==> src/hdl/dtyp_pkg.sv <==
package dtyp_pkg;

    localparam int COORD_WIDTH_DEF = 32;
    localparam int ITER_DEF        = 24;
    localparam int MAX_ITER        = 32;

    // Datapath width for scaled coordinates and angle accumulator width (Q24 degrees).
    localparam int DW = 40;
    localparam int AW = 35;

    localparam logic [23:0] KINV_Q24        = 24'd10188014;
    localparam logic [63:0] DEG_PER_RAD_Q24 = 64'd961263669;
    localparam logic signed [AW-1:0] HALF_TURN_Q24 = AW'(64'd180 * 64'd16777216);
    localparam logic signed [AW-1:0] FULL_TURN_Q16 = AW'(64'd360 * 64'd65536);
    localparam logic signed [AW-1:0] QUARTER_Q16   = AW'(64'd90 * 64'd65536);
    localparam logic signed [AW-1:0] ROUND_Q24     = AW'(128);

    typedef struct packed {
        logic                 undef;
        logic                 pzero;
        logic signed [AW-1:0] a;
        logic signed [DW-1:0] w;
    } side_t;

    typedef struct packed {
        logic               undef;
        logic signed [23:0] pitch;
        logic [24:0]        yaw;
    } res_t;

    function automatic logic signed [AW-1:0] micro_angle(input int i);
        logic [63:0] t;
        begin
            t = 64'd0;
            unique case (i)
                0: t = 64'd754974720;
                1: t = 64'd445687602;
                2: t = 64'd235489088;
                3: t = 64'd119537938;
                4: t = 64'd60000934;
                5: t = 64'd30029717;
                6: t = 64'd15018523;
                7: t = 64'd7509720;
                8: t = 64'd3754917;
                9: t = 64'd1877466;
                default: t = (DEG_PER_RAD_Q24 + (64'd1 << (i - 1))) >> i;
            endcase
            return t[AW-1:0];
        end
    endfunction

endpackage

==> src/hdl/dtyp_rho_mult.sv <==
module dtyp_rho_mult (
    input  logic                          clk,
    input  logic                          rst_n,
    input  logic                          en,
    input  logic                          in_valid,
    input  logic signed [dtyp_pkg::DW-1:0] in_u,
    input  logic signed [dtyp_pkg::AW-1:0] in_ang,
    input  dtyp_pkg::side_t               in_side,
    output logic                          out_valid,
    output logic signed [dtyp_pkg::DW-1:0] out_rho,
    output dtyp_pkg::side_t               out_side
);
    import dtyp_pkg::*;

    logic [37:0]          u_pos;
    logic [42:0]          p_lo_next, p_hi_next;
    logic [42:0]          p_lo_reg, p_hi_reg;
    logic                 va_reg, vb_reg;
    side_t                sa_reg, sa_next, sb_reg, sb_next;
    logic [61:0]          full;
    logic signed [DW-1:0] rho_next, rho_reg;

    always_comb
    begin
        u_pos = in_u[DW-1] ? 38'd0 : in_u[37:0];
        p_lo_next = 43'(u_pos[18:0]) * 43'(KINV_Q24);
        p_hi_next = 43'(u_pos[37:19]) * 43'(KINV_Q24);
        sa_next   = in_side;
        sa_next.a = in_ang;
    end

    always_comb
    begin
        full     = {p_hi_reg, 19'd0} + 62'(p_lo_reg);
        rho_next = DW'(full[61:24]);
        sb_next       = sa_reg;
        sb_next.pzero = (full[61:24] == 38'd0) && (sa_reg.w == '0);
    end

    always_ff @(posedge clk or negedge rst_n)
    begin
        if (!rst_n)
        begin
            va_reg <= 1'b0;
            vb_reg <= 1'b0;
        end
        else if (en)
        begin
            va_reg <= in_valid;
            vb_reg <= va_reg;
        end
    end

    always_ff @(posedge clk)
    begin
        if (en)
        begin
            p_lo_reg <= p_lo_next;
            p_hi_reg <= p_hi_next;
            sa_reg   <= sa_next;
            rho_reg  <= rho_next;
            sb_reg   <= sb_next;
        end
    end

    assign out_valid = vb_reg;
    assign out_rho   = rho_reg;
    assign out_side  = sb_reg;

endmodule

==> config.mk <==
export PLATFORM = sky130hd
export DESIGN_NAME = dtyp_rho_mult
export DESIGN_NICKNAME = d
export VERILOG_FILES = /design/src/hdl/dtyp_pkg.sv /design/src/hdl/dtyp_rho_mult.sv
export SDC_FILE = /design/constraint.sdc
export NUM_CORES = 1
export LEC_CHECK = 0
export BUFFER_PORTS_ARGS = -buffer_cell sky130_fd_sc_hd__buf_2
export CAP_MARGIN = 20
export CELL_PAD_IN_SITES_DETAIL_PLACEMENT = 0
export CELL_PAD_IN_SITES_GLOBAL_PLACEMENT = 2
export CORE_ASPECT_RATIO = 0.75
export CORE_MARGIN = 2
export CORE_UTILIZATION = 30
export CTS_CLUSTER_SIZE = 20
export DETAILED_ROUTE_END_ITERATION = 16
export PLACE_DENSITY_LB_ADDON = 0.1
export REMOVE_ABC_BUFFERS = 1
export SLEW_MARGIN = 0
export SYNTH_ARGS = -nofsm -noshare
export SYNTH_HDL_FRONTEND = slang
export SYNTH_SLANG_ARGS = --single-unit
==> constraint.sdc <==
create_clock -name clk -period 7.52 [get_ports clk]
set_clock_uncertainty 0.1 [all_clocks]
set_input_delay 0.752 -clock clk [delete_from_list [all_inputs] [get_ports clk]]
set_output_delay 0.752 -clock clk [all_outputs]
set_load 0.05 [all_outputs]
# Word-level counts from Yosys, hierarchy flattened
# Index checks and enable logic that the tools add are counted.
[totals]
register_bits = 277
in_bits = 156
out_inout_bits = 118
[classes]
n_addsub = 1
n_mul = 2
mux = 1
n_reduce_logical = 3
[ops]
columns = ["op", "n"]
rows = [
  ["19-bit by 23-bit multiplier with 42-bit output (second input constant)", 2],
  ["62-bit by 43-bit adder with 62-bit output", 1],
  ["40-bit logical NOT", 1],
  ["38-bit logical NOT", 1],
  ["38-bit two-way mux", 1],
  ["1-bit logical AND", 1],
]

# Depth between registers and ports, before layout
[logic_depth]
depth_word = 3
ltp_mapped = 27
ltp_nobuf = 26

# Least setup slack after synthesis
# OpenSTA, ideal clock, no wires.
[synth_path]
path_kind = "input port to flip-flop"
start = "input in_u[39] (netlist name)"
end = "register p_hi_reg[41] (data pin)"
setup_ns = 0.266
arrival_ns = 6.930
required_time_ns = 7.154
setup_slack_ns = 0.224
path_stages = 26
n_path_buf = 1
cell_sequence = "clkbuf_1 -> nor2b_1 -> ha_1 -> inv_1 -> ha_1 -> or2_2 -> fa_1 -> inv_1 -> fa_1 -> inv_1 -> fa_1 -> inv_1 -> fa_1 -> inv_1 -> fa_1 -> ha_1 -> and3_1 -> a221o_1 -> nand2_1 -> nand2_1 -> a41oi_1 -> o21ai_1 -> a221oi_1 -> a21oi_1 -> o41ai_1 -> xnor2_1"
[synth_between]
elab_chain_len = 2
[synth_rtl]
columns = ["element", "line", "text"]
rows = [
  ["from (decl)", "dtyp_rho_mult.sv:6", "input logic signed [dtyp_pkg::DW-1:0] in_u,"],
  ["38-bit two-way mux", "dtyp_rho_mult.sv:25", "u_pos = in_u[DW-1] ? 38'd0 : in_u[37:0];"],
  ["19-bit by 23-bit multiplier with 42-bit output", "dtyp_rho_mult.sv:27", "p_hi_next = 43'(u_pos[37:19]) * 43'(KINV_Q24);"],
  ["via p_hi_next[41]", "dtyp_rho_mult.sv:16", "logic [42:0] p_lo_next, p_hi_next;"],
  ["to (signal assigned)", "dtyp_rho_mult.sv:59", "p_hi_reg <= p_hi_next;"],
  ["to (decl)", "dtyp_rho_mult.sv:17", "logic [42:0] p_lo_reg, p_hi_reg;"],
]
# The timed path passes the listed nets, and every way through them passes these cells.
# A chain may end at the register's enable or synchronous reset.

# Worst setup path in the final report
[layout_path]
start = "input in_u[39] (netlist name)"
end = "register p_lo_reg[42] (data pin)"
[layout_between]
elab_chain_len = 2
[layout_rtl]
columns = ["element", "line", "text"]
rows = [
  ["38-bit two-way mux", "dtyp_rho_mult.sv:25", ""],
  ["19-bit by 23-bit multiplier with 42-bit output", "dtyp_rho_mult.sv:26", "p_lo_next = 43'(u_pos[18:0]) * 43'(KINV_Q24);"],
  ["via p_lo_next[42]", "dtyp_rho_mult.sv:16", ""],
  ["to (signal assigned)", "dtyp_rho_mult.sv:58", "p_lo_reg <= p_lo_next;"],
  ["to (decl)", "dtyp_rho_mult.sv:17", ""],
]
# The timed path passes the listed nets, and every way through them passes these cells.

==> results.ini <==
[status]
status = finished, final reports clean

[sta]
tightest_slew_ns = 0.9371
min_period_over_period_pct = 94.60
setup_viol = 0
max_freq_ghz = 0.1406
finalMaxSlewViolations = 0
hold_slack_ns = 0.2710
min_period_ns = 7.114
hold_viol_final = 0
maxSlewHeadroom_pct = 37.53

[detailed_routing]
drtAntennaViolNets = 0
drt-initial-drc-count = 796
drc = 0
wl_per_cell_um = 18.79
post_drt_via_cell_ratio = 4.278
num_vias = 16750
firstDrtPassIters = 7
finalWirelength_um = 73550

[yosys]
synth-async-reset-ratio_pct = 0.7752
syn-cell-area_um2 = 25880
synth_seq_cells = 258
synth_area_leaders = edfxtp_1 (30%), fa_1 (29%), ha_1 (16%), inv_1 (9.8%), xnor2_1 (1.9%)
synthCells = 2259
ys_seq_area_share_pct = 29.89
synth_top_area_cell = edfxtp_1
synth_edf_count = 256
ys_types = 69
synth_ff_type = edfxtp_1
syn_avg_cell_area_um2 = 11.46
yosysTopAreaCellShare_pct = 29.70
yosys_warnings = 0

[setup_path]
arrival_ns = 7.31
endpoint_kind = register
worstReg2RegStart = p_lo_reg[30]
critPathMaxFanout = 28
worstSetupStartpointType = input pin
worst_ep_required_time_ns = 7.72
crit_start = in_u[39]
worstSetupPathType = input pin to register

[grt]
antenna_found_initial = 2
grt_first_pass_wirelength_um = 112700
gr-total-overflow = 0
grt_pass1_vias = 18200
grt_use_total_pct = 16.79
grt_max_degree = 122

[layout]
fill_cells = 8686
largest_reg_flops = 77
layout-drive-gt1-share_pct = 19.64
final_nets = 3625
synthToLayoutAreaGrowth_pct = 20.19
regArea_um2 = 7737
multi_input_area_um2 = 15560
fin_cells = 3915
fin_area_um2 = 31110
antenna_cells = 0

[min_path]
hp-start = in_ang[34]
hp-class = input pin to register

[place]
dpl_cell_area_um2 = 30260
dp_hpwl_um = 65910
port_buffers = 234
placed_cells = 3865
place_congestion = 0.8956

[floorplan]
num_io_pins = 274
row_count = 93
dieArea_um2 = 88670
start_util_pct = 30.22
die_x_um = 343.2
core_area_um2 = 85640
die_y_um = 258.4

[flow_run]
cap_violations = 0

[clock_tree]
numCtsBuffers = 27
clk_path_buf_depth = 3
clkLatencyLatePin_ns = 0.55
root_buffer = clkbuf_16
htreeDepth = 1
post-cts-setup-buffers = 0
cts_tree = done
clk_pin_slew_worst_paths_ns = 0.06
cts.sink_count = 258

[power]
p_leak_nw = 15.64
power-per-cell-area_nw_per_um2 = 482.9
vdd_drop_max_mv = 0.3841

[synth_stat cells, drive strengths merged, types with 30 or more instances]
cell / instances
nand2b: 32
fa: 373
xor2: 30
a21oi: 60
edfxtp: 256
o21ai: 44
nand2: 43
ha: 341
nor2: 57
inv: 679
xnor2: 56
a21o: 36
[timing repair]
action                     in CTS  in global routing
hold endpoints to repair        2                  0
setup endpoints to repair       0                  4
gates resized for setup         0                  6
hold buffers                    1                  0
[metal layers]
layer	track usage, %	up-vias	part of all wire, %	routed length [um]
li1	-	8196	-	-
met1	28.79	8137	57	41990
met2	21.18	385	35	25690
met3	3.822	31	7.3	5375
met4	1.625	0	0.66	487
met5	0	-	0	0
[worst max-delay path, stage by stage]
cell	delay [ns]
buf_2	0.11
buf_12	0.15
nand2b_1	0.19
buf_4	0.15
fa_1	0.51
ha_1	0.16
inv_1	0.06
fa_1	0.60
fa_1	0.55
inv_1	0.06
fa_1	0.54
inv_1	0.05
fa_1	0.48
inv_1	0.15
ha_1	0.25
a2111oi_1	0.31
o21ai_0	0.18
nor3_2	0.23
a21oi_1	0.14
o211ai_1	0.32
buf_4	0.20
o2111ai_1	0.18
o31ai_1	0.27
buf_4	0.16
o21ai_1	0.10
a21oi_1	0.19
xnor2_1	0.08
buf_4	0.16
[cell families (layout without fill, tap and decap cells)]
| group | after synthesis | after routing | synth area share, % |
|---|---|---|---|
| fa+ha+maj | 714 | 714 | 45.33 |
| other cells | 1 | 2 | 0.01449 |
| simple gates | 283 | 283 | 5.835 |
| xor+xnor | 86 | 86 | 2.910 |
| mux | 4 | 4 | 0.1644 |
| flops | 258 | 258 | 29.89 |
| buf+inv | 689 | 1204 | 10.05 |
| compound gates | 224 | 224 | 5.796 |
[cell type report]
type                       count  share of cell area [%]
timing repair buffer         476                   9.685
inverter                     679                   8.193
tap                         1140                   4.585
multi-input combinational   1313                   50.03
sequential                   258                   24.87
clock inverter                17                  0.4022
clock buffer                  32                   2.232
[through the flow]
stage | setup slack, ns | util [%] | TNS (ns) | power, mW
2_1_floorplan | 0.4311 | - | 0 | 9.462
3_3_place_gp | -0.2243 | 35.34 | -0.6961 | 13.82
3_5_place_dp | -0.2431 | 35.34 | -0.8937 | 13.78
4_1_cts | 0.3075 | 36.30 | 0 | 15.13
5_1_grt | -0.0007008 | 36.32 | -0.0007008 | 16.58
6_report | 0.4061 | 36.32 | 0 | 15.02
[path summary, 6_finish.rpt]
path                                     end  slack (ns)  cells past startpoint
worst min-delay path              sa_reg[74]        0.27                      1
worst max register to register  out_side[75]        3.86                     11
max in group asynchronous          out_valid        6.78                      2
min in group asynchronous             va_reg        0.45                      2
worst min register to register  out_side[49]        0.31                      0
worst max-delay path            p_lo_reg[42]        0.41                     28
[power breakdown]
part / internal (mW) / leakage, nW / switching [mW]
Sequential: 2.37 / 2.53 / 0.152
Clock: 0.696 / 0.400 / 0.543
Combinational: 4.90 / 12.7 / 6.36
Total: 7.97 / 15.6 / 7.05
[cells in the final DEF, fill, tap and decap left out, drive strengths merged, types with 12 or more instances in the layout]
cell	synthesis	routed
edfxtp	256	256
a21o	36	36
nor2	57	57
a21oi	60	60
clkbuf	7	32
xor2	30	30
o21a	13	13
nor3	18	18
nand3	24	24
and3	15	15
inv	679	682
nand4	12	12
or2	13	13
fa	373	373
buf	3	475
nor2b	22	22
nand2b	32	32
xnor2	56	56
nor4	16	16
ha	341	341
nand2	43	43
o21ai	44	44
No activity file was read; power rests on OpenSTA's default activity.
