### config.mk
export PLATFORM = sky130hd
export DESIGN_NAME = dtyp_vec_stage
export DESIGN_NICKNAME = d
export VERILOG_FILES = /design/src/hdl/dtyp_pkg.sv /design/src/hdl/dtyp_vec_stage.sv
export SDC_FILE = /design/constraint.sdc
export NUM_CORES = 1
export LEC_CHECK = 0
export BUFFER_PORTS_ARGS = -buffer_cell sky130_fd_sc_hd__buf_2
export CELL_PAD_IN_SITES_DETAIL_PLACEMENT = 0
export CELL_PAD_IN_SITES_GLOBAL_PLACEMENT = 2
export CORE_MARGIN = 2
export CORE_UTILIZATION = 29
export CTS_CLUSTER_SIZE = 12
export DETAILED_ROUTE_END_ITERATION = 10
export PLACE_DENSITY_LB_ADDON = 0.1
export SKIP_CTS_REPAIR_TIMING = 1
export SYNTH_ARGS = -nofsm -noshare
export SYNTH_HDL_FRONTEND = slang
export SYNTH_SLANG_ARGS = --single-unit
export TNS_END_PERCENT = 100
### constraint.sdc
create_clock -name clk -period 0.8 [get_ports clk]
set_input_delay 0.16 -clock clk [delete_from_list [all_inputs] [get_ports clk]]
set_output_delay 0.16 -clock clk [all_outputs]
set_load 0.1 [all_outputs]
### src/hdl/dtyp_pkg.sv
package dtyp_pkg;

    localparam int COORD_WIDTH_DEF = 32;
    localparam int ITER_DEF        = 24;
    localparam int MAX_ITER        = 32;

    // Datapath width for scaled coordinates and angle accumulator width (Q24 degrees).
    localparam int DW = 40;
    localparam int AW = 35;

    localparam logic [23:0] KINV_Q24        = 24'd10188014;
    localparam logic [63:0] DEG_PER_RAD_Q24 = 64'd961263669;
    localparam logic signed [AW-1:0] HALF_TURN_Q24 = AW'(64'd180 * 64'd16777216);
    localparam logic signed [AW-1:0] FULL_TURN_Q16 = AW'(64'd360 * 64'd65536);
    localparam logic signed [AW-1:0] QUARTER_Q16   = AW'(64'd90 * 64'd65536);
    localparam logic signed [AW-1:0] ROUND_Q24     = AW'(128);

    typedef struct packed {
        logic                 undef;
        logic                 pzero;
        logic signed [AW-1:0] a;
        logic signed [DW-1:0] w;
    } side_t;

    typedef struct packed {
        logic               undef;
        logic signed [23:0] pitch;
        logic [24:0]        yaw;
    } res_t;

    function automatic logic signed [AW-1:0] micro_angle(input int i);
        logic [63:0] t;
        begin
            t = 64'd0;
            unique case (i)
                0: t = 64'd754974720;
                1: t = 64'd445687602;
                2: t = 64'd235489088;
                3: t = 64'd119537938;
                4: t = 64'd60000934;
                5: t = 64'd30029717;
                6: t = 64'd15018523;
                7: t = 64'd7509720;
                8: t = 64'd3754917;
                9: t = 64'd1877466;
                default: t = (DEG_PER_RAD_Q24 + (64'd1 << (i - 1))) >> i;
            endcase
            return t[AW-1:0];
        end
    endfunction

endpackage

### src/hdl/dtyp_vec_stage.sv
module dtyp_vec_stage #(
    parameter int IDX = 0
) (
    input  logic                          clk,
    input  logic                          rst_n,
    input  logic                          en,
    input  logic                          in_valid,
    input  logic signed [dtyp_pkg::DW-1:0] in_u,
    input  logic signed [dtyp_pkg::DW-1:0] in_v,
    input  logic signed [dtyp_pkg::AW-1:0] in_ang,
    input  dtyp_pkg::side_t               in_side,
    output logic                          out_valid,
    output logic signed [dtyp_pkg::DW-1:0] out_u,
    output logic signed [dtyp_pkg::DW-1:0] out_v,
    output logic signed [dtyp_pkg::AW-1:0] out_ang,
    output dtyp_pkg::side_t               out_side
);
    import dtyp_pkg::*;

    localparam logic signed [AW-1:0] MA = micro_angle(IDX);

    logic                 valid_reg;
    logic signed [DW-1:0] u_reg, u_next, v_reg, v_next, du, dv;
    logic signed [AW-1:0] ang_reg, ang_next;
    side_t                side_reg;

    always_comb
    begin
        du = in_v >>> IDX;
        dv = in_u >>> IDX;
        if (!in_v[DW-1])
        begin
            u_next   = in_u + du;
            v_next   = in_v - dv;
            ang_next = in_ang + MA;
        end
        else
        begin
            u_next   = in_u - du;
            v_next   = in_v + dv;
            ang_next = in_ang - MA;
        end
    end

    always_ff @(posedge clk or negedge rst_n)
    begin
        if (!rst_n)
        begin
            valid_reg <= 1'b0;
        end
        else if (en)
        begin
            valid_reg <= in_valid;
        end
    end

    always_ff @(posedge clk)
    begin
        if (en)
        begin
            u_reg    <= u_next;
            v_reg    <= v_next;
            ang_reg  <= ang_next;
            side_reg <= in_side;
        end
    end

    assign out_valid = valid_reg;
    assign out_u     = u_reg;
    assign out_v     = v_reg;
    assign out_ang   = ang_reg;
    assign out_side  = side_reg;

endmodule

**Yosys cells after proc, flatten, opt, wreduce, memory -nomap -nowiden**

Cells that the tools add are included.

- Register bits after elaboration: 193
- Input port bits: 196
- Output and inout bits: 193
- Word-level logic and storage cells: 16

- $add $sub $neg: 5
- Mux-type cells: 3

Operator list:

| operator | number |
|---|---|
| two-way mux 40 bit | 2 |
| subtractor 40 bit | 2 |
| adder 40 bit | 1 |
| adder 35 x 31 -> 35 bit (second input constant) | 1 |
| two-way mux 35 bit | 1 |
| subtractor 35 x 31 -> 35 bit (second input constant) | 1 |

**Longest topological paths before layout**

Gate-level depths: netlist of the first run.

- Word-level depth: 2
- Depth in mapped cells: 13
- Depth with buffers taken out: 11

**Worst setup path before layout of the first run**

OpenSTA, ideal clock, no wires.

- Path type: input port to flip-flop
- Start point: input in_v[39] in the netlist's numbering
- End point: register ang_reg[34], in the netlist out_ang[34], data pin
- Library setup time: 0.255 ns
- Arrival: 2.705 ns
- Required time: 0.545 ns
- Slack: -2.160 ns
- Stages: 13
- Cell sequence: inv_1 -> buf_1 -> buf_1 -> ha_1 -> nor2b_1 -> o21ai_0 -> a21boi_1 -> o21ai_0 -> nand2b_1 -> a21oi_1 -> o21bai_1 -> or4_1 -> and3_1

- Cells in the longest elaborated chain, start to end: 1

Ends and longest elaborated chain:

| item | line | source |
|---|---|---|
| start: declaration | dtyp_vec_stage.sv:9 | `input logic signed [dtyp_pkg::DW-1:0] in_v,` |
| two-way mux 35 bit | dtyp_vec_stage.sv:31 | `if (!in_v[DW-1])` |
| net ang_next[34] | dtyp_vec_stage.sv:24 | `logic signed [AW-1:0] ang_reg, ang_next;` |
| end signal: assignment | dtyp_vec_stage.sv:63 | `ang_reg <= ang_next;` |
| end: declaration | dtyp_vec_stage.sv:24 |  |

The timed path passes the listed nets, and every way through them passes these cells.
A chain may end at the register's enable or synchronous reset.

**Worst setup path in the final report of the first run**

- Start point: input in_u[23] in the netlist's numbering
- End point: register v_reg[36], in the netlist out_v[36], data pin

- Cells in the longest elaborated chain, start to end: 2
- Elaborated cells between the ends (all ways): 3
- Classes of those cells: add/sub (2); mux (1)

Ends and longest elaborated chain:

| item | line | source |
|---|---|---|
| start: declaration | dtyp_vec_stage.sv:8 | `input logic signed [dtyp_pkg::DW-1:0] in_u,` |
| subtractor 40 bit or adder 40 bit (tied branches) | dtyp_vec_stage.sv:34, dtyp_vec_stage.sv:40 |  |
| two-way mux 40 bit * | dtyp_vec_stage.sv:31 |  |
| net v_next[36] | dtyp_vec_stage.sv:23 | `logic signed [DW-1:0] u_reg, u_next, v_reg, v_next, du, dv;` |
| end signal: assignment | dtyp_vec_stage.sv:62 | `v_reg <= v_next;` |
| end: declaration | dtyp_vec_stage.sv:23 |  |

The timed path passes the listed nets; every way through them passes the cells marked *.

==> metrics.txt, run 1 <==
CP Class input pin to register; Die Area 49430 um^2; root buf cell clkbuf_16; RSZ-0062 raised after global routing yes; First DRT Iteration DRCs 745; critical-path cell list buf_2 -> inv_1 -> ha_4 -> or4_4 -> nor4_4 -> o31ai_4 -> nand3_2 -> a21oi_4 -> or4_4 -> a311o_1 -> xnor2_1; FF-to-FF Start out_valid; final hold vios 0; DRC 0; Area Growth Syn to Fin 105.0%; CP endpoint out_v[36]; Final Instance Area 28340 um^2; Layout Utilization 59.85%; final setup vio count 280; Net Sw Frac 43.91%; CP Capture Type register; min-delay src in_v[0]; register area share after synthesis 41.67%; CTS tree built; Levels on crit path 11; Setup TNS Final -191.07 ns; DR vias/cell 4.905; Placed Area 24090 um^2; Seq cells post-synth 192; Final GP Congestion 0.8933; clock share of power 17.3%; LEAKAGE 12.34 nW; fin cells 3129; slack of the worst reg-to-reg path -0.06 ns; total number of vias 15.35k; Rows 80; Seq pwr share 26.8%; global-route usage over all layers 25.05%; Syn Inst Count 1419; Die X 222.3 um; crit start category input pin; slowest stage delay, CP 0.57 ns; Yosys cell types 89; drt total wl 66400 um; drt first pass iters 6; IO Count 389; WL/cell 21.22 um; worst hold path type input pin to register; Total Nets Final 2826; Peak Freq 402.3 MHz; fin crit period 2.486 ns; CP Data Arrival Time 2.73 ns; Top delay family on crit path simple AND/OR/NAND/NOR gates; core area 47350 um^2; Post-Route Skew 0 ns; Clk Latency, worst-skew pair 0.48 ns; Critical R2R Capture out_valid; Bufs on Longest Clock Path 2; commonest non-fill, non-tap cells in the layout buf_4, buf_12, edfxtp_1; Die Y 222.3 um; PnR worst setup slack -1.686 ns; first-pass GRT wire length 91690 um; Starting Density 29.20%; Placed Cells 2910; share of cells above drive strength 1 55.07%; Final period util 310.7%; worst path bufs/invs 2; ANT nets after route 0; critical path fanouts, max 2; synth warn 0; Post-synth top flop edfxtp_1; Num CTS Buffers 17; PortBufs 388; largest net degree at the start of global routing 102; Post-synth EDFFs 191; Worst-path clk slew 0.08 ns; H-tree Lvls 4; Psw 22.59 mW; Max-Cap Viols 0; commonest non-fill, non-tap cell in the layout buf_4; vias in the first global route 14.56k; Max VDD drop 1.117 mV; internal power 28.86 mW; CP required 1.04 ns; Slew HR 49.95%; Syn Area/Cell 9.742 um^2; critical path's slowest cell or4_4; Final Power 51.45 mW; global route overflow 0; Post-DP HPWL 52710 um; Slew Limit Fails 0; Worst Setup SP in_u[23]; Combinational Power Share 55.9%; failing checks negative setup slack; crit-path most repeated cell or4_4; total clock sinks 192; worst reg2reg path depth 1; ys async rst share 0.5208%; Fill cells 4029; Post-Syn Nets 1745; Worst-Margin Slew 0.7507 ns; initial antenna violation count 5; Post-Syn Area 13820 um^2; status finished with violations; Pwr per Cell Area 1816 nW/um^2
## synth_stat cells (22+ instances only)
| master | n | area share, % |
|---|---|---|
| edfxtp_1 | 191 | 41 |
| a21oi_1 | 167 | 6.0 |
| inv_1 | 131 | 3.6 |
| ha_1 | 126 | 11 |
| nor2_1 | 112 | 3.0 |
| o21ai_0 | 92 | 3.3 |
| xnor2_1 | 74 | 4.7 |
| nand2_1 | 69 | 1.9 |
| o21bai_1 | 34 | 1.8 |
| a21o_1 | 29 | 1.6 |
| nand4_1 | 28 | 1.3 |
| nor3_1 | 24 | 0.87 |
| mux2i_1 | 23 | 1.7 |
| buf_2 | 22 | 0.80 |
| clkbuf_1 | 22 | 0.60 |
## tightest hold or removal path, stage by stage
cell    delay (ns)
buf_12        0.09
ha_4          0.11
inv_1         0.03
## state kept, by name (all words and copies together) (netlist names)
| register | count |
|---|---|
| out_valid | 1 |
| out_ang | 35 |
| out_side | 77 |
| out_u | 40 |
| out_v | 39 |
## metrics by stage
step | hold WS (ns) | setup slack [ns]
2_1_floorplan | -0.1356 | -1.795
3_3_place_gp | -0.06386 | -2.374
3_5_place_dp | -0.06440 | -2.406
4_1_cts | -0.6035 | -1.874
5_1_grt | 0.04497 | -1.696
6_report | 0.06091 | -1.686
## worst min path at each step
stage / endpoint / cells after the start
final: out_u[0] / 3
after CTS: out_valid / 1
after floorplan: out_valid / 0
after detailed placement: out_valid / 1
after global placement: out_valid / 1
after global routing: out_u[0] / 3
## area by class of cell
cell class / instances / area, um^2 / share of cell area, %
clock inverter: 15 / 161.4 / 0.5696
antenna: 1 / 2.502 / 0.008830
tap: 615 / 769.5 / 2.715
inverter: 133 / 574.3 / 2.027
clock buffer: 17 / 425.4 / 1.501
sequential: 192 / 5764 / 20.34
timing repair buffer: 1123 / 11260 / 39.74
multi-input combinational: 1033 / 9379 / 33.10
## routing by layer
layer  up-vias  track usage, %  part of all wire (%)
met5         -               0                 0.080
li1       7366               -                     -
met4         8           8.631                   3.0
met3        84           5.250                   5.0
met1      7457           30.38                    41
met2       434           43.94                    50
## power groups by stage
stage                     registers (mW)  logic [mW]  clock network (mW)
final                               13.8        28.8                8.93
after global placement              14.0        25.7                   0
after floorplan                     22.0        5.83                   0
after CTS                           13.8        25.8                9.23
after detailed placement            14.0        25.7                   0
after global routing                13.9        29.9                9.59
## logic make-up after synthesis
family | synth area share (%)
mux | 1.828
flops | 41.67
compound gates | 21.41
fa+ha+maj | 11.98
simple gates | 12.26
buf+inv | 5.711
xor+xnor | 5.132
Power figures use the tool's default switching activity.
==> run 2, diff against run 1 <==
--- a/config.mk
+++ b/config.mk
@@ -5,11 +5,12 @@
 export SDC_FILE = /design/constraint.sdc
 export NUM_CORES = 1
 export LEC_CHECK = 0
+export ABC_AREA = 1
 export BUFFER_PORTS_ARGS = -buffer_cell sky130_fd_sc_hd__buf_2
 export CELL_PAD_IN_SITES_DETAIL_PLACEMENT = 0
 export CELL_PAD_IN_SITES_GLOBAL_PLACEMENT = 2
 export CORE_MARGIN = 2
-export CORE_UTILIZATION = 29
+export CORE_UTILIZATION = 28
 export CTS_CLUSTER_SIZE = 12
 export DETAILED_ROUTE_END_ITERATION = 10
 export PLACE_DENSITY_LB_ADDON = 0.1
==> run 2 against run 1 <==
The run still ends with negative setup slack left. Highest routed layer unchanged. Power rose by 1.7%. Clock-buffer cell count rose by 1. Combinational power rose by 2%. Cell count rose by 23%. Cell area rose by 10%. Critical endpoint is now out_v[32].
==> metrics.txt, run 2 <==
PnR worst setup slack -0.8531 ns; Slew HR 72.61%; Post-DP HPWL 62490 um; Worst-path clk slew 0.08 ns; GR peak layer met2; Post-Syn Area 15680 um^2; register area 5764 um^2; Seq cells post-synth 192; Final period util 206.6%; Rows 86; share of cells above drive strength 1 54.64%; ys async rst share 0.5208%; status finished with violations; Placed Cells 3665; Slew Limit Fails 0; fin crit period 1.653 ns; Fill cells 4884; Synth top area share 36.58%; CP Class input pin to register; CP Data Arrival Time 1.90 ns; DR vias/cell 4.605; vias in the first global route 17.14k; failing checks negative setup slack; CP required 1.05 ns; top cells by count, synth nand2_1, inv_1, edfxtp_1; Post-Route Skew 0 ns; Die Area 57900 um^2; count leader, synth nand2_1; Die X 240.6 um; Syn Inst Count 2112; Starting Density 28.40%; first-pass GRT wire length 104200 um; Die Y 240.6 um; largest net degree at the start of global routing 55; ANT nets after route 0; RSZ-0062 raised after global routing yes; max reg flops 77; Final GP Congestion 0.9191; Peak Freq 604.9 MHz; CTS tree built; Bufs on Longest Clock Path 2; critical path's slowest cell nor4_4; met2 Use GR 42.04%; PortBufs 388; final hold vios 0; commonest non-fill, non-tap cell in the layout buf_4; worst hold path type input pin to register; global route overflow 0; core area 55200 um^2; Clk Latency, worst-skew pair 0.48 ns; total clock sinks 192; Multi-input gate area 11800 um^2; global-route usage over all layers 24.69%; Total Nets Final 3424; cell taking the most area after synthesis edfxtp_1; Synth area leaders edfxtp_1, nand2_1, ha_1, inv_1, nand3_1; slowest stage delay, CP 0.32 ns; First DRT Iteration DRCs 655; crit-path most repeated cell nand2_1; drt first pass iters 7; synth warn 0; Max-Cap Viols 0; Post-Syn Nets 2438; final setup vio count 281; drt total wl 76030 um; Num CTS Buffers 17; H-tree Lvls 4; Placed Area 26260 um^2; slack of the worst reg-to-reg path -0.06 ns; pre-CTS setup slack -1.712 ns; WL/cell 19.68 um; Worst-Margin Slew 0.4087 ns; Setup TNS Final -145.34 ns; met3 usage 3.946%; fin cells 3864; Syn Area/Cell 7.423 um^2; initial antenna violation count 5; DRC 0; crit start category input pin; IO Count 389; Pwr per Cell Area 1672 nW/um^2; root buf cell clkbuf_16; Area Growth Syn to Fin 99.63%; met1 Track Usage GR 31.58%; register area share after synthesis 36.74%; LEAKAGE 14.31 nW; Post-synth top flop edfxtp_1; total number of vias 17.79k; commonest non-fill, non-tap cells in the layout buf_4, nand2_1, inv_1; CP Capture Type register; Max VDD drop 1.624 mV; critical path fanouts, max 5; Final Instance Area 31300 um^2; critical-path cell list buf_12 -> inv_12 -> ha_4 -> buf_8 -> buf_6 -> nand2_8 -> nor2_4 -> inv_2 -> buf_6 -> nor4_4 -> nand2_1 -> nand2_1 -> nand2_1 -> nand3_1 -> nand2_1; Post-synth EDFFs 191; Yosys cell types 44
==> run 2: cell count changes after synthesis, sizes merged, moves of 16 or more <==
| cell | previous run | this run |
|---|---|---|
| mux2i | 23 | 1 |
| nor2 | 112 | 197 |
| nor2b | 16 | 0 |
| a21o | 29 | 3 |
| xnor2 | 74 | 4 |
| inv | 131 | 327 |
| nand3 | 12 | 185 |
| xor2 | 7 | 35 |
| nand2 | 69 | 640 |
| a21oi | 169 | 145 |
==> run 2: per-stage QoR <==
stage	utilization [%]	total power [mW]	hold WS [ns]
after global placement	47.57	39.58	-0.06422
after CTS	48.69	49.23	-0.6123
after floorplan	-	28.11	-0.1356
after detailed placement	47.57	39.70	-0.06220
after global routing	56.69	54.43	0.06705
final	56.70	52.34	0.08915
==> run 2: final timing paths <==
check | from | to | cells past startpoint
setup / recovery | in_u[20] | out_v[32] | 15
setup reg to reg | out_valid | out_valid | 1
hold reg to reg | out_valid | out_valid | 1
hold / removal | in_ang[34] | out_ang[34] | 3
max in group asynchronous | rst_n | out_valid | 3
min in group asynchronous | rst_n | out_valid | 3
==> run 2: worst max-delay path: cells and delay by family <==
family | cells | cell delay, ns
simple gates | 8 | 0.89
buf+inv | 6 | 0.54
fa+ha+maj | 1 | 0.30
==> run 2: cell type report <==
cell class | count | share of cell area [%]
Antenna cell | 5 | 0.03998
Clock buffer | 18 | 1.371
Clock inverter | 14 | 0.6037
Inverter | 327 | 4.438
Multi-Input combinational cell | 1538 | 37.69
Sequential cell | 192 | 18.42
Tap cell | 748 | 2.990
Timing Repair Buffer | 1022 | 34.45
==> run 2: per-layer routing <==
layer,vias to the layer above,routed length [um],share of wire [%]
met2,428,37770,50
met4,2,1937,2.5
met5,-,13,0.017
li1,8828,-,-
met1,8458,32650,43
met3,76,3659,4.8
==> run 2: logic make-up after synthesis <==
| group | share of synthesized area, % |
|---|---|
| compound gates | 10.41 |
| xor+xnor | 2.179 |
| fa+ha+maj | 10.57 |
| buf+inv | 10.41 |
| flops | 36.74 |
| mux | 0.1357 |
| simple gates | 29.55 |
==> run 2: report_power, final <==
group / leakage, nW / total, mW / internal [mW] / switching, mW
clock: 0.300 / 9.34 / 4.54 / 4.80
sequential: 1.88 / 13.5 / 12.5 / 1.00
combinational: 12.1 / 29.5 / 11.7 / 17.8
total: 14.3 / 52.3 / 28.8 / 23.6
