## src/hdl/dtyp_pkg.sv

```systemverilog
package dtyp_pkg;

    localparam int COORD_WIDTH_DEF = 32;
    localparam int ITER_DEF        = 24;
    localparam int MAX_ITER        = 32;

    // Datapath width for scaled coordinates and angle accumulator width (Q24 degrees).
    localparam int DW = 40;
    localparam int AW = 35;

    localparam logic [23:0] KINV_Q24        = 24'd10188014;
    localparam logic [63:0] DEG_PER_RAD_Q24 = 64'd961263669;
    localparam logic signed [AW-1:0] HALF_TURN_Q24 = AW'(64'd180 * 64'd16777216);
    localparam logic signed [AW-1:0] FULL_TURN_Q16 = AW'(64'd360 * 64'd65536);
    localparam logic signed [AW-1:0] QUARTER_Q16   = AW'(64'd90 * 64'd65536);
    localparam logic signed [AW-1:0] ROUND_Q24     = AW'(128);

    typedef struct packed {
        logic                 undef;
        logic                 pzero;
        logic signed [AW-1:0] a;
        logic signed [DW-1:0] w;
    } side_t;

    typedef struct packed {
        logic               undef;
        logic signed [23:0] pitch;
        logic [24:0]        yaw;
    } res_t;

    function automatic logic signed [AW-1:0] micro_angle(input int i);
        logic [63:0] t;
        begin
            t = 64'd0;
            unique case (i)
                0: t = 64'd754974720;
                1: t = 64'd445687602;
                2: t = 64'd235489088;
                3: t = 64'd119537938;
                4: t = 64'd60000934;
                5: t = 64'd30029717;
                6: t = 64'd15018523;
                7: t = 64'd7509720;
                8: t = 64'd3754917;
                9: t = 64'd1877466;
                default: t = (DEG_PER_RAD_Q24 + (64'd1 << (i - 1))) >> i;
            endcase
            return t[AW-1:0];
        end
    endfunction

endpackage

```

## src/hdl/dtyp_out_buf.sv

```systemverilog
module dtyp_out_buf (
    input  logic            clk,
    input  logic            rst_n,
    input  logic            push,
    input  dtyp_pkg::res_t  push_data,
    output logic            ready,
    output logic            out_valid,
    output dtyp_pkg::res_t  out_data,
    input  logic            out_ready
);
    import dtyp_pkg::*;

    logic out_valid_reg, skid_valid_reg;
    res_t out_reg, skid_reg;
    logic pop;

    assign pop = out_valid_reg && out_ready;

    always_ff @(posedge clk or negedge rst_n)
    begin
        if (!rst_n)
        begin
            out_valid_reg  <= 1'b0;
            skid_valid_reg <= 1'b0;
        end
        else if (!out_valid_reg || pop)
        begin
            out_valid_reg  <= skid_valid_reg || push;
            skid_valid_reg <= 1'b0;
        end
        else if (push)
        begin
            skid_valid_reg <= 1'b1;
        end
    end

    always_ff @(posedge clk)
    begin
        if (!out_valid_reg || pop)
        begin
            out_reg <= skid_valid_reg ? skid_reg : push_data;
        end
        else if (push)
        begin
            skid_reg <= push_data;
        end
    end

    assign ready     = !skid_valid_reg;
    assign out_valid = out_valid_reg;
    assign out_data  = out_reg;

endmodule
```

## config.mk

```make
export PLATFORM = sky130hd
export DESIGN_NAME = dtyp_out_buf
export DESIGN_NICKNAME = d
export VERILOG_FILES = /design/src/hdl/dtyp_pkg.sv /design/src/hdl/dtyp_out_buf.sv
export SDC_FILE = /design/constraint.sdc
export NUM_CORES = 1
export LEC_CHECK = 0
export BUFFER_PORTS_ARGS = -buffer_cell sky130_fd_sc_hd__buf_2
export CELL_PAD_IN_SITES_DETAIL_PLACEMENT = 1
export CELL_PAD_IN_SITES_GLOBAL_PLACEMENT = 1
export CORE_UTILIZATION = 44
export CTS_CLUSTER_SIZE = 20
export DETAILED_ROUTE_END_ITERATION = 6
export GPL_TIMING_DRIVEN = 1
export PLACE_DENSITY_LB_ADDON = 0.08
export SYNTH_ARGS = -nofsm -noshare
export SYNTH_HDL_FRONTEND = slang
export SYNTH_SLANG_ARGS = --single-unit
```

## constraint.sdc

```tcl
create_clock -name clk -period 5.1 [get_ports clk]
set_input_delay 0.51 -clock clk [delete_from_list [all_inputs] [get_ports clk]]
set_output_delay 0.51 -clock clk [all_outputs]
set_load 0.02 [all_outputs]
```

* Word-level counts from Yosys, hierarchy flattened *
Cells that the tools add are included.

storage, ports and cells
  register bits after elaboration = 102
  input bits = 54
  output and inout bits = 52
  logic and storage cells = 19

operators by class
  muxes and demuxes = 3
  bitwise logic cells = 1
  reductions and logical operators = 7

operators with widths
  kind                 number
  $mux W50             1
  $logic_not A1 Y1     2
  $logic_or A1 B1 Y1   2
  $mux W1              2
  $reduce_and A2 Y1    1
  $reduce_bool A2 Y1   1
  $logic_and A1 B1 Y1  1
  $not A1 Y1           1

* Logic depth before layout (Yosys ltp) *
Gate-level depths: netlist (run 1).

  depth in word-level cells = 4
  mapped depth = 4
  gate-level depth less buffers = 2

* Worst setup path before layout (run 1) *
No wires, ideal clock.

  path kind = input-to-reg
  from = input port out_ready
  to = register skid_reg[0] in the netlist's numbering, enable pin
  library setup time = 0.457 ns
  arrival = 4.019 ns
  required time = 4.643 ns
  setup slack = 0.624 ns
  stages = 2
  buffers on the path = 0
  cells stage by stage = nand2b_1 nor2_1

between the ends
  word-level cells in the longest chain between the ends = 4

ends and longest elaborated chain
  item                         RTL line            RTL
  start, declared              dtyp_out_buf.sv:9   input logic out_ready
  $logic_and A1 B1 Y1          dtyp_out_buf.sv:17  assign pop = out_valid_reg && out_ready;
  $logic_or A1 B1 Y1           dtyp_out_buf.sv:39  if (!out_valid_reg || pop)
  $not A1 Y1 (no line)         -
  $reduce_and A2 Y1 (no line)  -
  end signal, assigned         dtyp_out_buf.sv:45  skid_reg <= push_data;
  end, declared                dtyp_out_buf.sv:14  res_t out_reg, skid_reg;

No other way between the ends.
A chain may end at the register's enable or synchronous reset.

* Worst setup path in the final report (run 1) *
  from = register skid_valid_reg
  to = output port ready

between the ends
  word-level cells in the longest chain between the ends = 1

ends and longest elaborated chain
  item                    RTL line            RTL
  start, declared         dtyp_out_buf.sv:13  logic out_valid_reg, skid_valid_reg;
  start signal, assigned  dtyp_out_buf.sv:24  skid_valid_reg <= 1'b0;
  start signal, assigned  dtyp_out_buf.sv:29  skid_valid_reg <= 1'b0;
  start signal, assigned  dtyp_out_buf.sv:33  skid_valid_reg <= 1'b1;
  $logic_not A1 Y1        dtyp_out_buf.sv:49  assign ready = !skid_valid_reg;
  end, declared           dtyp_out_buf.sv:6   output logic ready,

No other way between the ends.

==> impl_results.md, run 1 <==
- Final Hold Fails: 0
- Buffers on Ports: ~110
- Syn Nets: 219
- Mapped Area: a little under 0.004 sq mm
- Power per cell area: roughly 360 mW/mm^2
- Routed Antenna Nets: 0
- Initial Util: a little under half
- TritonCTS clock tree: done
- RR Startpoint: out_valid
- Share of the yosys chip area belonging to registers: roughly 78%
- Synth Instances: ~170
- WS Path Type: reg2out
- Clk pwr share: between 20% and 30%
- Root buf cell: clkbuf_8
- Most frequent cells in the layout: buf_2, edfxtp_1, mux2_4
- Starting DRT DRC Count: between 40 and 50
- Total gr overflow: 0
- Minimum clock period: roughly 2200 ps
- Delay-heaviest family, CP: flip-flops
- Most common cell after layout, fill and taps aside: buf_2
- CP Cell Sequence: inv_1, buf_2
- Vias in the first global route: between 1,500 and 2,000
- # rows: 34
- Critical-path top delay cell: dfrtp_4
- Area Overhead vs Synth: 19.3%
- Seq cells post-synth: between 100 and 150
- Maximum vdd drop: around 0.16 mV
- H-tree Lvls: 3
- Run status: completed
- Max-Cap Viols: 0
- Unique masters post-synth: 10
- Routed vias: 1,846
- Crit path DAT: between 1500 and 2000 ps
- Via-per-instance ratio: 4.72
- Synth Area per Inst: 23.9 sq um
- Pin count of the biggest net entering global routing: between 50 and 60
- CTS buffer count: 9
- Worst-path maximum fanout: 52
- CTS sink cnt: just over 100
- Worst Skew: approximately 8.6 ps
- Post-CTS setup buffers: 0
- Fmax: between 400 and 500 MHz
- CP Launch Point: skid_valid_reg
- WP buf/inv: 2
- DRT Pass-1 Iters: 4
- Leakage power: about 1.9 nW
- Gr usage total: approximately 15%
- Worst Hold Margin: about 340 ps
- Die area: just over 0.009 sq mm
- Slowest Stage Delay on Critical Path: between 1000 and 1500 ps
- Core ar.: between 0.008 and 0.009 sq mm
- RSZ-0062 raised after global routing: no
- Total wire length: about 6500 microns
- Yosys Warn Count: 0
- Startpoint Class: flop
- Power share of the combinational group: around 12%
- Drt wl/cell: about 17 microns
- Worst hold path class: in2reg
- P_sw: between 0.4 and 0.5 mW
- Fin. max-slew vios: 0
- Placer Congestion: approximately 0.64
- Setup TNS: 0 ps
- Crit share post-route: 43.4%
- Worst min-delay path startpoint: push_data[30]
- Die width: between 90 and 100 microns
- Fin nets: around 330
- Die height: between 90 and 100 microns
- Sequential share of power: around three fifths
- Clock Latency Late Sink: 360 ps
- Layout cell share with drive strength beyond 1: between 60% and 70%
- Max-slew headroom: between 30% and 40%
- Worst-margin pin slew: ~950 ps
- Clock Tree Buf Depth: 2
- Antenna cells: 0
- Sw frac: 24.4%
- Worst EP required: roughly 4600 ps
- # DRC: 0
- Initial antenna violation count: 0
- Internal: about 1.3 mW
- Worst-path clk slew: around 100 ps
- HPWL after detailed placement: 4310 microns
- Final Setup Violations: 0
- First-pass GRT wire length: a little under 10,000 microns
- Crit end category: primary output
- Ports: ~110
worst register-to-register path: stages (launching register included):
cell and delay, ps:
dfrtp_1 370, nand2b_2 90, nor2_4 490, buf_4 470
layout make-up:
cell class / instances / area, sq um
fillers: 845 / 3980
well taps: 108 / 135
clock inverters: 7 / 47.5
repair buffers: 108 / 551
multi-input cells: 55 / 774
flip-flops and latches: 102 / 3060
inverters: 2 / 7.51
clock buffers: 9 / 124
timing repair:
action                    4_1_cts  5_1_grt
hold buffers                    1        0
hold endpoints to repair        2        0
resized for setup               0        0
power by group through the flow:
stage	clock [mW]	sequential [mW]	combinational (mW)
after global placement	0	1.04	0.204
final	0.452	1.02	0.205
after CTS	0.469	1.02	0.209
after global routing	0.494	1.03	0.221
after floorplan	0	1.08	0.103
after detailed placement	0	1.04	0.209
routing by layer:
metal  wire (microns)  share of wire [%]  GRT usage (%)
met4              122                1.9           7.72
met3              423                6.5           4.15
met5                0                  0              0
met1             2640                 41           17.2
met2             3290                 51           24.9
cells in the mapped netlist:
cell	count	share of area (%)
nor2_1	3	0.29
edfxtp_1	100	76
dfrtp_1	2	1.3
mux2_2	2	0.57
buf_6	1	0.29
nand2b_1	1	0.16
buf_12	5	2.5
inv_1	2	0.19
mux2_4	48	18
nand2_1	1	0.095
metrics by stage:
stage | setup slack, ps | utilization (%) | instance area (sq um) | std cells | power [mW]
final | 2890 | 54.1 | 4700 | 391 | 1.68
after CTS | 2840 | 54.1 | 4700 | 391 | 1.70
after detailed placement | 2920 | 52.0 | 4510 | 374 | 1.25
after floorplan | 624 | - | 3940 | 165 | 1.18
after global routing | 2800 | 54.1 | 4700 | 391 | 1.75
after global placement | 2920 | 52.0 | 4510 | 374 | 1.25
kinds of logic (layout without fill, tap and decap cells):
logic type / Yosys count / count (layout) / synth area share [%]
buffers and inverters: 8 / 126 / 3.02
flip-flops: 102 / 102 / 77.6
AND/OR/NAND/NOR: 5 / 5 / 0.540
multiplexers: 50 / 50 / 18.9
worst paths after layout:
check	to	slack [ps]	cells after the start
max	ready	2890	2
min	skid_reg[30]	340	1
max reg2reg	skid_reg[39]	3330	3
min reg2reg	out_data[44]	550	1
max in group asynchronous	skid_valid_reg	4510	2
min in group asynchronous	skid_valid_reg	470	2
Note: power is estimated with default switching activity, not from simulation.
==> run 2, diff against run 1 <==
==> constraint.sdc (replaced) <==
create_clock -name clk -period 2.05 [get_ports clk]
set_input_delay 0.205 -clock clk [delete_from_list [all_inputs] [get_ports clk]]
set_output_delay 0.205 -clock clk [all_outputs]
set_load 0.02 [all_outputs]
==> run 2 against run 1 <==
Compared with the run above: cell count rose by 1.0%; critical path depth rose by 1; clock power increased by 140%; first-iteration DRC count rose by 70%; design area rose by 0.91%; die area did not move; global-route usage fell by 0.38 points.
==> impl_results.md, run 2 (synthesis results as in run 1) <==
- Run status: completed
- Power per cell area: 877 mW/mm^2 (+150%)
- Minimum clock period: 1670 ps
- Worst hold path class: in2reg
- Vias in the first global route: 1,881 (-0.63%)
- Pin count of the biggest net entering global routing: 53 (unchanged)
- Routed Antenna Nets: 0 (unchanged)
- Root buf cell: clkbuf_8
- Final Setup Violations: 0 (unchanged)
- Via-per-instance ratio: 4.76 (+0.86%)
- Worst-path maximum fanout: 17 (-67%)
- Leakage power: 1.90 nW (+1.1%)
- Slowest Stage Delay on Critical Path: 640 ps (-420 ps)
- Antenna cells: 0 (unchanged)
- Final Hold Fails: 0 (unchanged)
- Max-slew headroom: 55.4% (+18 points)
- Worst-path clk slew: 100 ps (about the same)
- Total wire length: 6350 microns (-2.0%)
- Crit share post-route: between 80 and 90%
- Final Core Density: 54.6% (+0.49 points)
- RSZ-0062 raised after global routing: no
- Placer Congestion: 0.630 (-0.87%)
- Buffers on Ports: 105 (unchanged)
- WP buf/inv: 3 (+1)
- H-tree Lvls: 3 (unchanged)
- Critical-path top delay cell: dfrtp_4
- Starting DRT DRC Count: 75 (+70%)
- # rows: 34 (unchanged)
- Initial Util: 45.4% (unchanged)
- Gr usage total: 14.4% (-0.38 points)
- Die height: 96.6 microns (unchanged)
- HPWL after detailed placement: 4390 microns (+1.8%)
- CTS buffer count: 9 (unchanged)
- Die area: 0.00933 sq mm (unchanged)
- Fin. max-slew vios: 0 (unchanged)
- CTS sink cnt: 102 (unchanged)
- Max-Cap Viols: 0 (unchanged)
- Delay-heaviest family, CP: flip-flops
- Crit path DAT: 1460 ps (-240 ps)
- Setup TNS: 0 ps (unchanged)
- Startpoint Class: flop
- Post-CTS setup buffers: 0 (unchanged)
- Die width: 96.6 microns (unchanged)
- Crit end category: primary output
- CP Cell Sequence: buf_4, inv_1, buf_2
- Fin nets: 336 (+1.2%)
- Ports: 106 (unchanged)
- Area Overhead vs Synth: 20.4%
- Clock Latency Late Sink: 350 ps (about the same)
- Layout cell share with drive strength beyond 1: 62.4% (+0.53 points)
- Worst Skew: 11.9 ps (+3.26 ps)
- WS Path Type: reg2out
- Core ar.: 0.00868 sq mm (unchanged)
- Worst EP required: 1850 ps (-2740 ps)
- Clock Tree Buf Depth: 2 (unchanged)
- Drt wl/cell: 16.1 microns (-3.0%)
- DRT Pass-1 Iters: 4 (unchanged)
- # DRC: 0 (unchanged)
- TritonCTS clock tree: done
- Total gr overflow: 0 (unchanged)
- First-pass GRT wire length: 9560 microns (-1.1%)
- Routed vias: 1,881 (+1.9%)
- Worst-margin pin slew: 670 ps (-276 ps)
- Initial antenna violation count: 0 (unchanged)
- Most frequent cells in the layout: buf_2, edfxtp_1, mux2_4
- Fmax: 599 MHz
- Most common cell after layout, fill and taps aside: buf_2
- Maximum vdd drop: 0.410 mV (+160%)
-- run 2: path summary, 6_finish.rpt --
path | from | slack [ps] | depth (start not counted) | endpoint
setup / recovery | skid_valid_reg | 380 | 3 | ready
hold / removal | push_data[48] | 40 | 1 | skid_reg[48]
setup reg to reg | skid_valid_reg | 570 | 2 | out_data[42]
hold reg to reg | skid_reg[15] | 550 | 1 | out_data[15]
max in group asynchronous | rst_n | 1760 | 2 | skid_valid_reg
min in group asynchronous | rst_n | 190 | 2 | skid_valid_reg
-- run 2: per-stage QoR --
step	total power [mW]	setup WS, ps	instances	area (sq um)	hold slack, ps
floorplan	2.94	8.45	165	3950	-90.6
global placement	3.11	585	378	4560	-8.47
detailed placement	3.12	571	378	4560	-6.21
CTS	4.22	342	395	4740	19.0
global route	4.33	300	395	4740	25.5
finish	4.15	381	395	4740	37.1
-- run 2: report_power, final --
part	leakage, nW	switching, mW	internal (mW)
Sequential	0.985	0.0496	2.47
Combinational	0.839	0.294	0.252
Clock	0.0801	0.653	0.438
-- run 2: worst reg2reg max path: stages, from the launching register on --
cell,delay [ps]
dfrtp_4,640
buf_4,290
mux2_4,310
-- run 2: layer usage --
metal  vias to the layer above  global-route usage, %  wire length (microns)
met4                         0                   6.99                     86
met3                         7                   4.69                    465
li1                        877                      -                      -
met5                         -                      0                      0
met2                        61                   23.8                   3210
met1                       936                   17.0                   2590
-- run 2: area by class of cell --
type                       count  area [sq um]
clock inverter                 6          37.5
tap                          108           135
multi-input combinational     55           779
inverter                       2          7.51
clock buffer                  10           128
sequential                   102          3060
fill                         839          3940
timing repair buffer         112           593
-- run 2: repair_timing --
action | 4_1_cts | 5_1_grt
hold endpoints to repair | 2 | 0
hold buffers | 1 | 0
gates resized for setup | 0 | 0
==> run 3, diff against run 2 <==
--- a/config.mk
+++ b/config.mk
@@ -5,10 +5,11 @@
 export SDC_FILE = /design/constraint.sdc
 export NUM_CORES = 1
 export LEC_CHECK = 0
+export ABC_AREA = 1
 export BUFFER_PORTS_ARGS = -buffer_cell sky130_fd_sc_hd__buf_2
 export CELL_PAD_IN_SITES_DETAIL_PLACEMENT = 1
 export CELL_PAD_IN_SITES_GLOBAL_PLACEMENT = 1
-export CORE_UTILIZATION = 44
+export CORE_UTILIZATION = 37
 export CTS_CLUSTER_SIZE = 20
 export DETAILED_ROUTE_END_ITERATION = 6
 export GPL_TIMING_DRIVEN = 1
==> constraint.sdc (replaced) <==
create_clock -name clk -period 1.51 [get_ports clk]
set_input_delay 0.151 -clock clk [delete_from_list [all_inputs] [get_ports clk]]
set_output_delay 0.151 -clock clk [all_outputs]
set_load 0.02 [all_outputs]
==> run 3 against run 2 <==
Compared with the run above: total power up 43%; via count up 33%; wire length up 27%; die area up 15%; critical endpoint unchanged; cell count up 44%; largest power group unchanged.
==> impl_results.md, run 3 <==
- Max-Cap Viols: 0 (unchanged)
- Share of the yosys chip area belonging to registers: 79.8% (+2.2 points)
- Max-slew headroom: 76.5% (+21 points)
- Count leader, synth: nand2_1
- Power per cell area: 1140 mW/mm^2 (+31%)
- RSZ-0062 raised after global routing: no
- Final Setup Violations: 0 (unchanged)
- Worst-path maximum fanout: 51 (+34)
- Yosys top cell area share: 78.5% (+2.2 points)
- Startpoint Class: flop
- # rows: 36 (+5.9%)
- Core ar.: 0.00991 sq mm (+14%)
- Most common cell after layout, fill and taps aside: nand2_1
- Clk pwr share: 28.1% (+1.8 points)
- Worst EP required: 1360 ps (-490 ps)
- CTS sink cnt: 102 (unchanged)
- Worst hold path class: in2reg
- Worst-path clk slew: 90 ps (about the same)
- Die width: 104 microns (+7.4%)
- Fmax: between 600 and 700 MHz
- WP buf/inv: 2 (-1)
- Synth Area per Inst: 14.1 sq um (-41%)
- Top cells by area, synth: edfxtp_1, nand2_1, nand2_2
- Most frequent cells in the layout: nand2_1, buf_2, edfxtp_1
- WS Path Type: reg2out
- Post-synth EDFFs: 100 (unchanged)
- Pin count of the biggest net entering global routing: 52 (-1.9%)
- Sw frac: 25.2% (+1.2 points)
- Routed Antenna Nets: 0 (unchanged)
- Maximum vdd drop: 0.552 mV (+35%)
- Worst-margin pin slew: 352 ps (-317 ps)
- Die area: 0.0108 sq mm (+15%)
- Clock Latency Late Sink: 360 ps (about the same)
- Post-CTS setup buffers: 0 (unchanged)
- DRT Pass-1 Iters: 4 (unchanged)
- Delay-heaviest family, CP: flip-flops
- Layout cell share with drive strength beyond 1: 33.9% (-28 points)
- Placer Congestion: 0.687 (+9.0%)
- Area Overhead vs Synth: 35.7%
- # DRC: 0 (unchanged)
- Slowest Stage Delay on Critical Path: 500 ps (-140 ps)
- Multi-input logic area: 653 sq um (-16%)
- CP Cell Sequence: inv_16, buf_2
- Critical-path top delay cell: dfrtp_2
- Place WS: 255 ps (-317 ps)
- Vias in the first global route: 2,644 (+41%)
- Minimum clock period: around 1400 ps
- CTS buffer count: 9 (unchanged)
- Buffers on Ports: 105 (unchanged)
- Total gr overflow: 0 (unchanged)
- Fin nets: 485 (+44%)
- Fillers: 1,076 (+28%)
- Unique masters post-synth: 10 (unchanged)
- Mapped Area: 0.00383 sq mm (-2.8%)
- Gr usage total: 16.0% (+1.6 points)
- Die height: 104 microns (+7.4%)
- Initial antenna violation count: 0 (unchanged)
- Setup ws final: 73.6 ps (-307 ps)
- Synth Instances: 271 (+64%)
- TritonCTS clock tree: done
- Worst Skew: 10.1 ps (-1.81 ps)
- Setup TNS: 0 ps (unchanged)
- Drt wl/cell: 14.2 microns (-12%)
- Antenna cells: 0 (unchanged)
- FF+latch area: 0.00306 sq mm (about the same)
- Sequential share of power: 57.6% (-3.0 points)
- Root buf cell: clkbuf_8
- Inst Count DP: 503 (+33%)
- Leakage power: 2.21 nW (+16%)
- Fin. max-slew vios: 0 (unchanged)
- Top FF cell, synth: edfxtp_1
- Crit end category: primary output
- Ports: 106 (unchanged)
- Hold Path Cell Cnt: 1 (unchanged)
- Layout Cells excl Fill: 569 (+44%)
- Crit path DAT: 1290 ps (-170 ps)
- Leading area contributor after synthesis: edfxtp_1
- Initial Util: 38.6% (-6.7 points)
- Cells on worst reg2reg path: 3 (+1)
- Via-per-instance ratio: 4.39 (-7.7%)
- Final Hold Fails: 0 (unchanged)
- FFs w/ async S/R, synth: 1.96% (unchanged)
- First-pass GRT wire length: 13,300 microns (+39%)
- HPWL after detailed placement: 4970 microns (+13%)
- Most frequent cells after synthesis: nand2_1, edfxtp_1, nand2_2, buf_6, buf_4
- Total wire length: 8090 microns (+27%)
- Routed vias: 2,500 (+33%)
- Syn Nets: 325 (+48%)
- Crit share post-route: between 90% and 100%
- Yosys Warn Count: 0 (unchanged)
- Power share of the combinational group: 14.3% (+1.2 points)
- Worst path depth: 2 (-1)
- Internal: 4.45 mW (+41%)
- Clock Tree Buf Depth: 2 (unchanged)
- Starting DRT DRC Count: 55 (-27%)
- H-tree Lvls: 3 (unchanged)
- Run status: completed
- P_sw: 1.50 mW (+50%)
- Seq cells post-synth: 102 (unchanged)
[run 3: cell types whose count changed after synthesis]
cell,before,now
buf_12,5,2
buf_4,0,4
buf_6,1,5
inv_8,0,1
mux2_2,2,0
mux2_4,48,0
nand2_1,1,133
nand2_2,0,19
nand2b_1,1,0
[run 3: path summary, 6_finish.rpt]
path	from	slack, ps	end
setup / recovery	skid_valid_reg	70	ready
hold / removal	push_data[39]	20	skid_reg[39]
setup reg to reg	out_valid	270	skid_reg[14]
hold reg to reg	skid_reg[47]	520	out_data[47]
max in group asynchronous	rst_n	1280	skid_valid_reg
min in group asynchronous	rst_n	120	out_valid
[run 3: kinds of logic (layout without fill, tap and decap cells)]
family                 after synthesis  in the layout  share of synthesized area (%)
AND/OR/NAND/NOR                    155            155                           16.4
buffers and inverters               14            179                           3.79
flip-flops                         102            102                           79.8
[run 3: final cells by class]
type / count / area share (%)
sequential: 102 / 58.8
tap: 133 / 3.20
inverter: 3 / 0.530
clock inverter: 6 / 1.20
timing repair buffer: 160 / 21.2
multi-input combinational: 155 / 12.6
clock buffer: 10 / 2.46
[run 3: metrics by stage]
step                instance area [sq um]  total power [mW]  hold WS (ps)  utilization (%)
floorplan                            3850              3.96          -145                -
global placement                     4490              4.23         -56.4             45.4
detailed placement                   4490              4.25         -52.8             45.4
CTS                                  5190              6.02          8.64             52.4
global route                         5190              6.21          4.05             52.4
finish                               5190              5.95          22.3             52.4
[run 3: metal layers]
| layer | track usage [%] | wire length [microns] | part of all wire [%] |
|---|---|---|---|
| met1 | 21.1 | 3660 | 45 |
| met2 | 26.1 | 3970 | 49 |
| met3 | 3.08 | 352 | 4.4 |
| met4 | 6.73 | 110 | 1.4 |
| met5 | 0 | 0 | 0 |
[run 3: what timing repair did]
action                                 4_1_cts  5_1_grt
resized for setup                            1        1
endpoints found under the hold margin       51        0
setup endpoints to repair                    1        1
hold buffers                                50        0
gates cloned                                 0        0
[run 3: power groups by stage]
| stage | combinational, mW | clock [mW] | sequential [mW] |
|---|---|---|---|
| after floorplan | 0.282 | 0 | 3.67 |
| after global placement | 0.748 | 0 | 3.48 |
| after detailed placement | 0.763 | 0 | 3.49 |
| after CTS | 0.865 | 1.72 | 3.43 |
| after global routing | 0.933 | 1.83 | 3.45 |
| final | 0.849 | 1.67 | 3.43 |
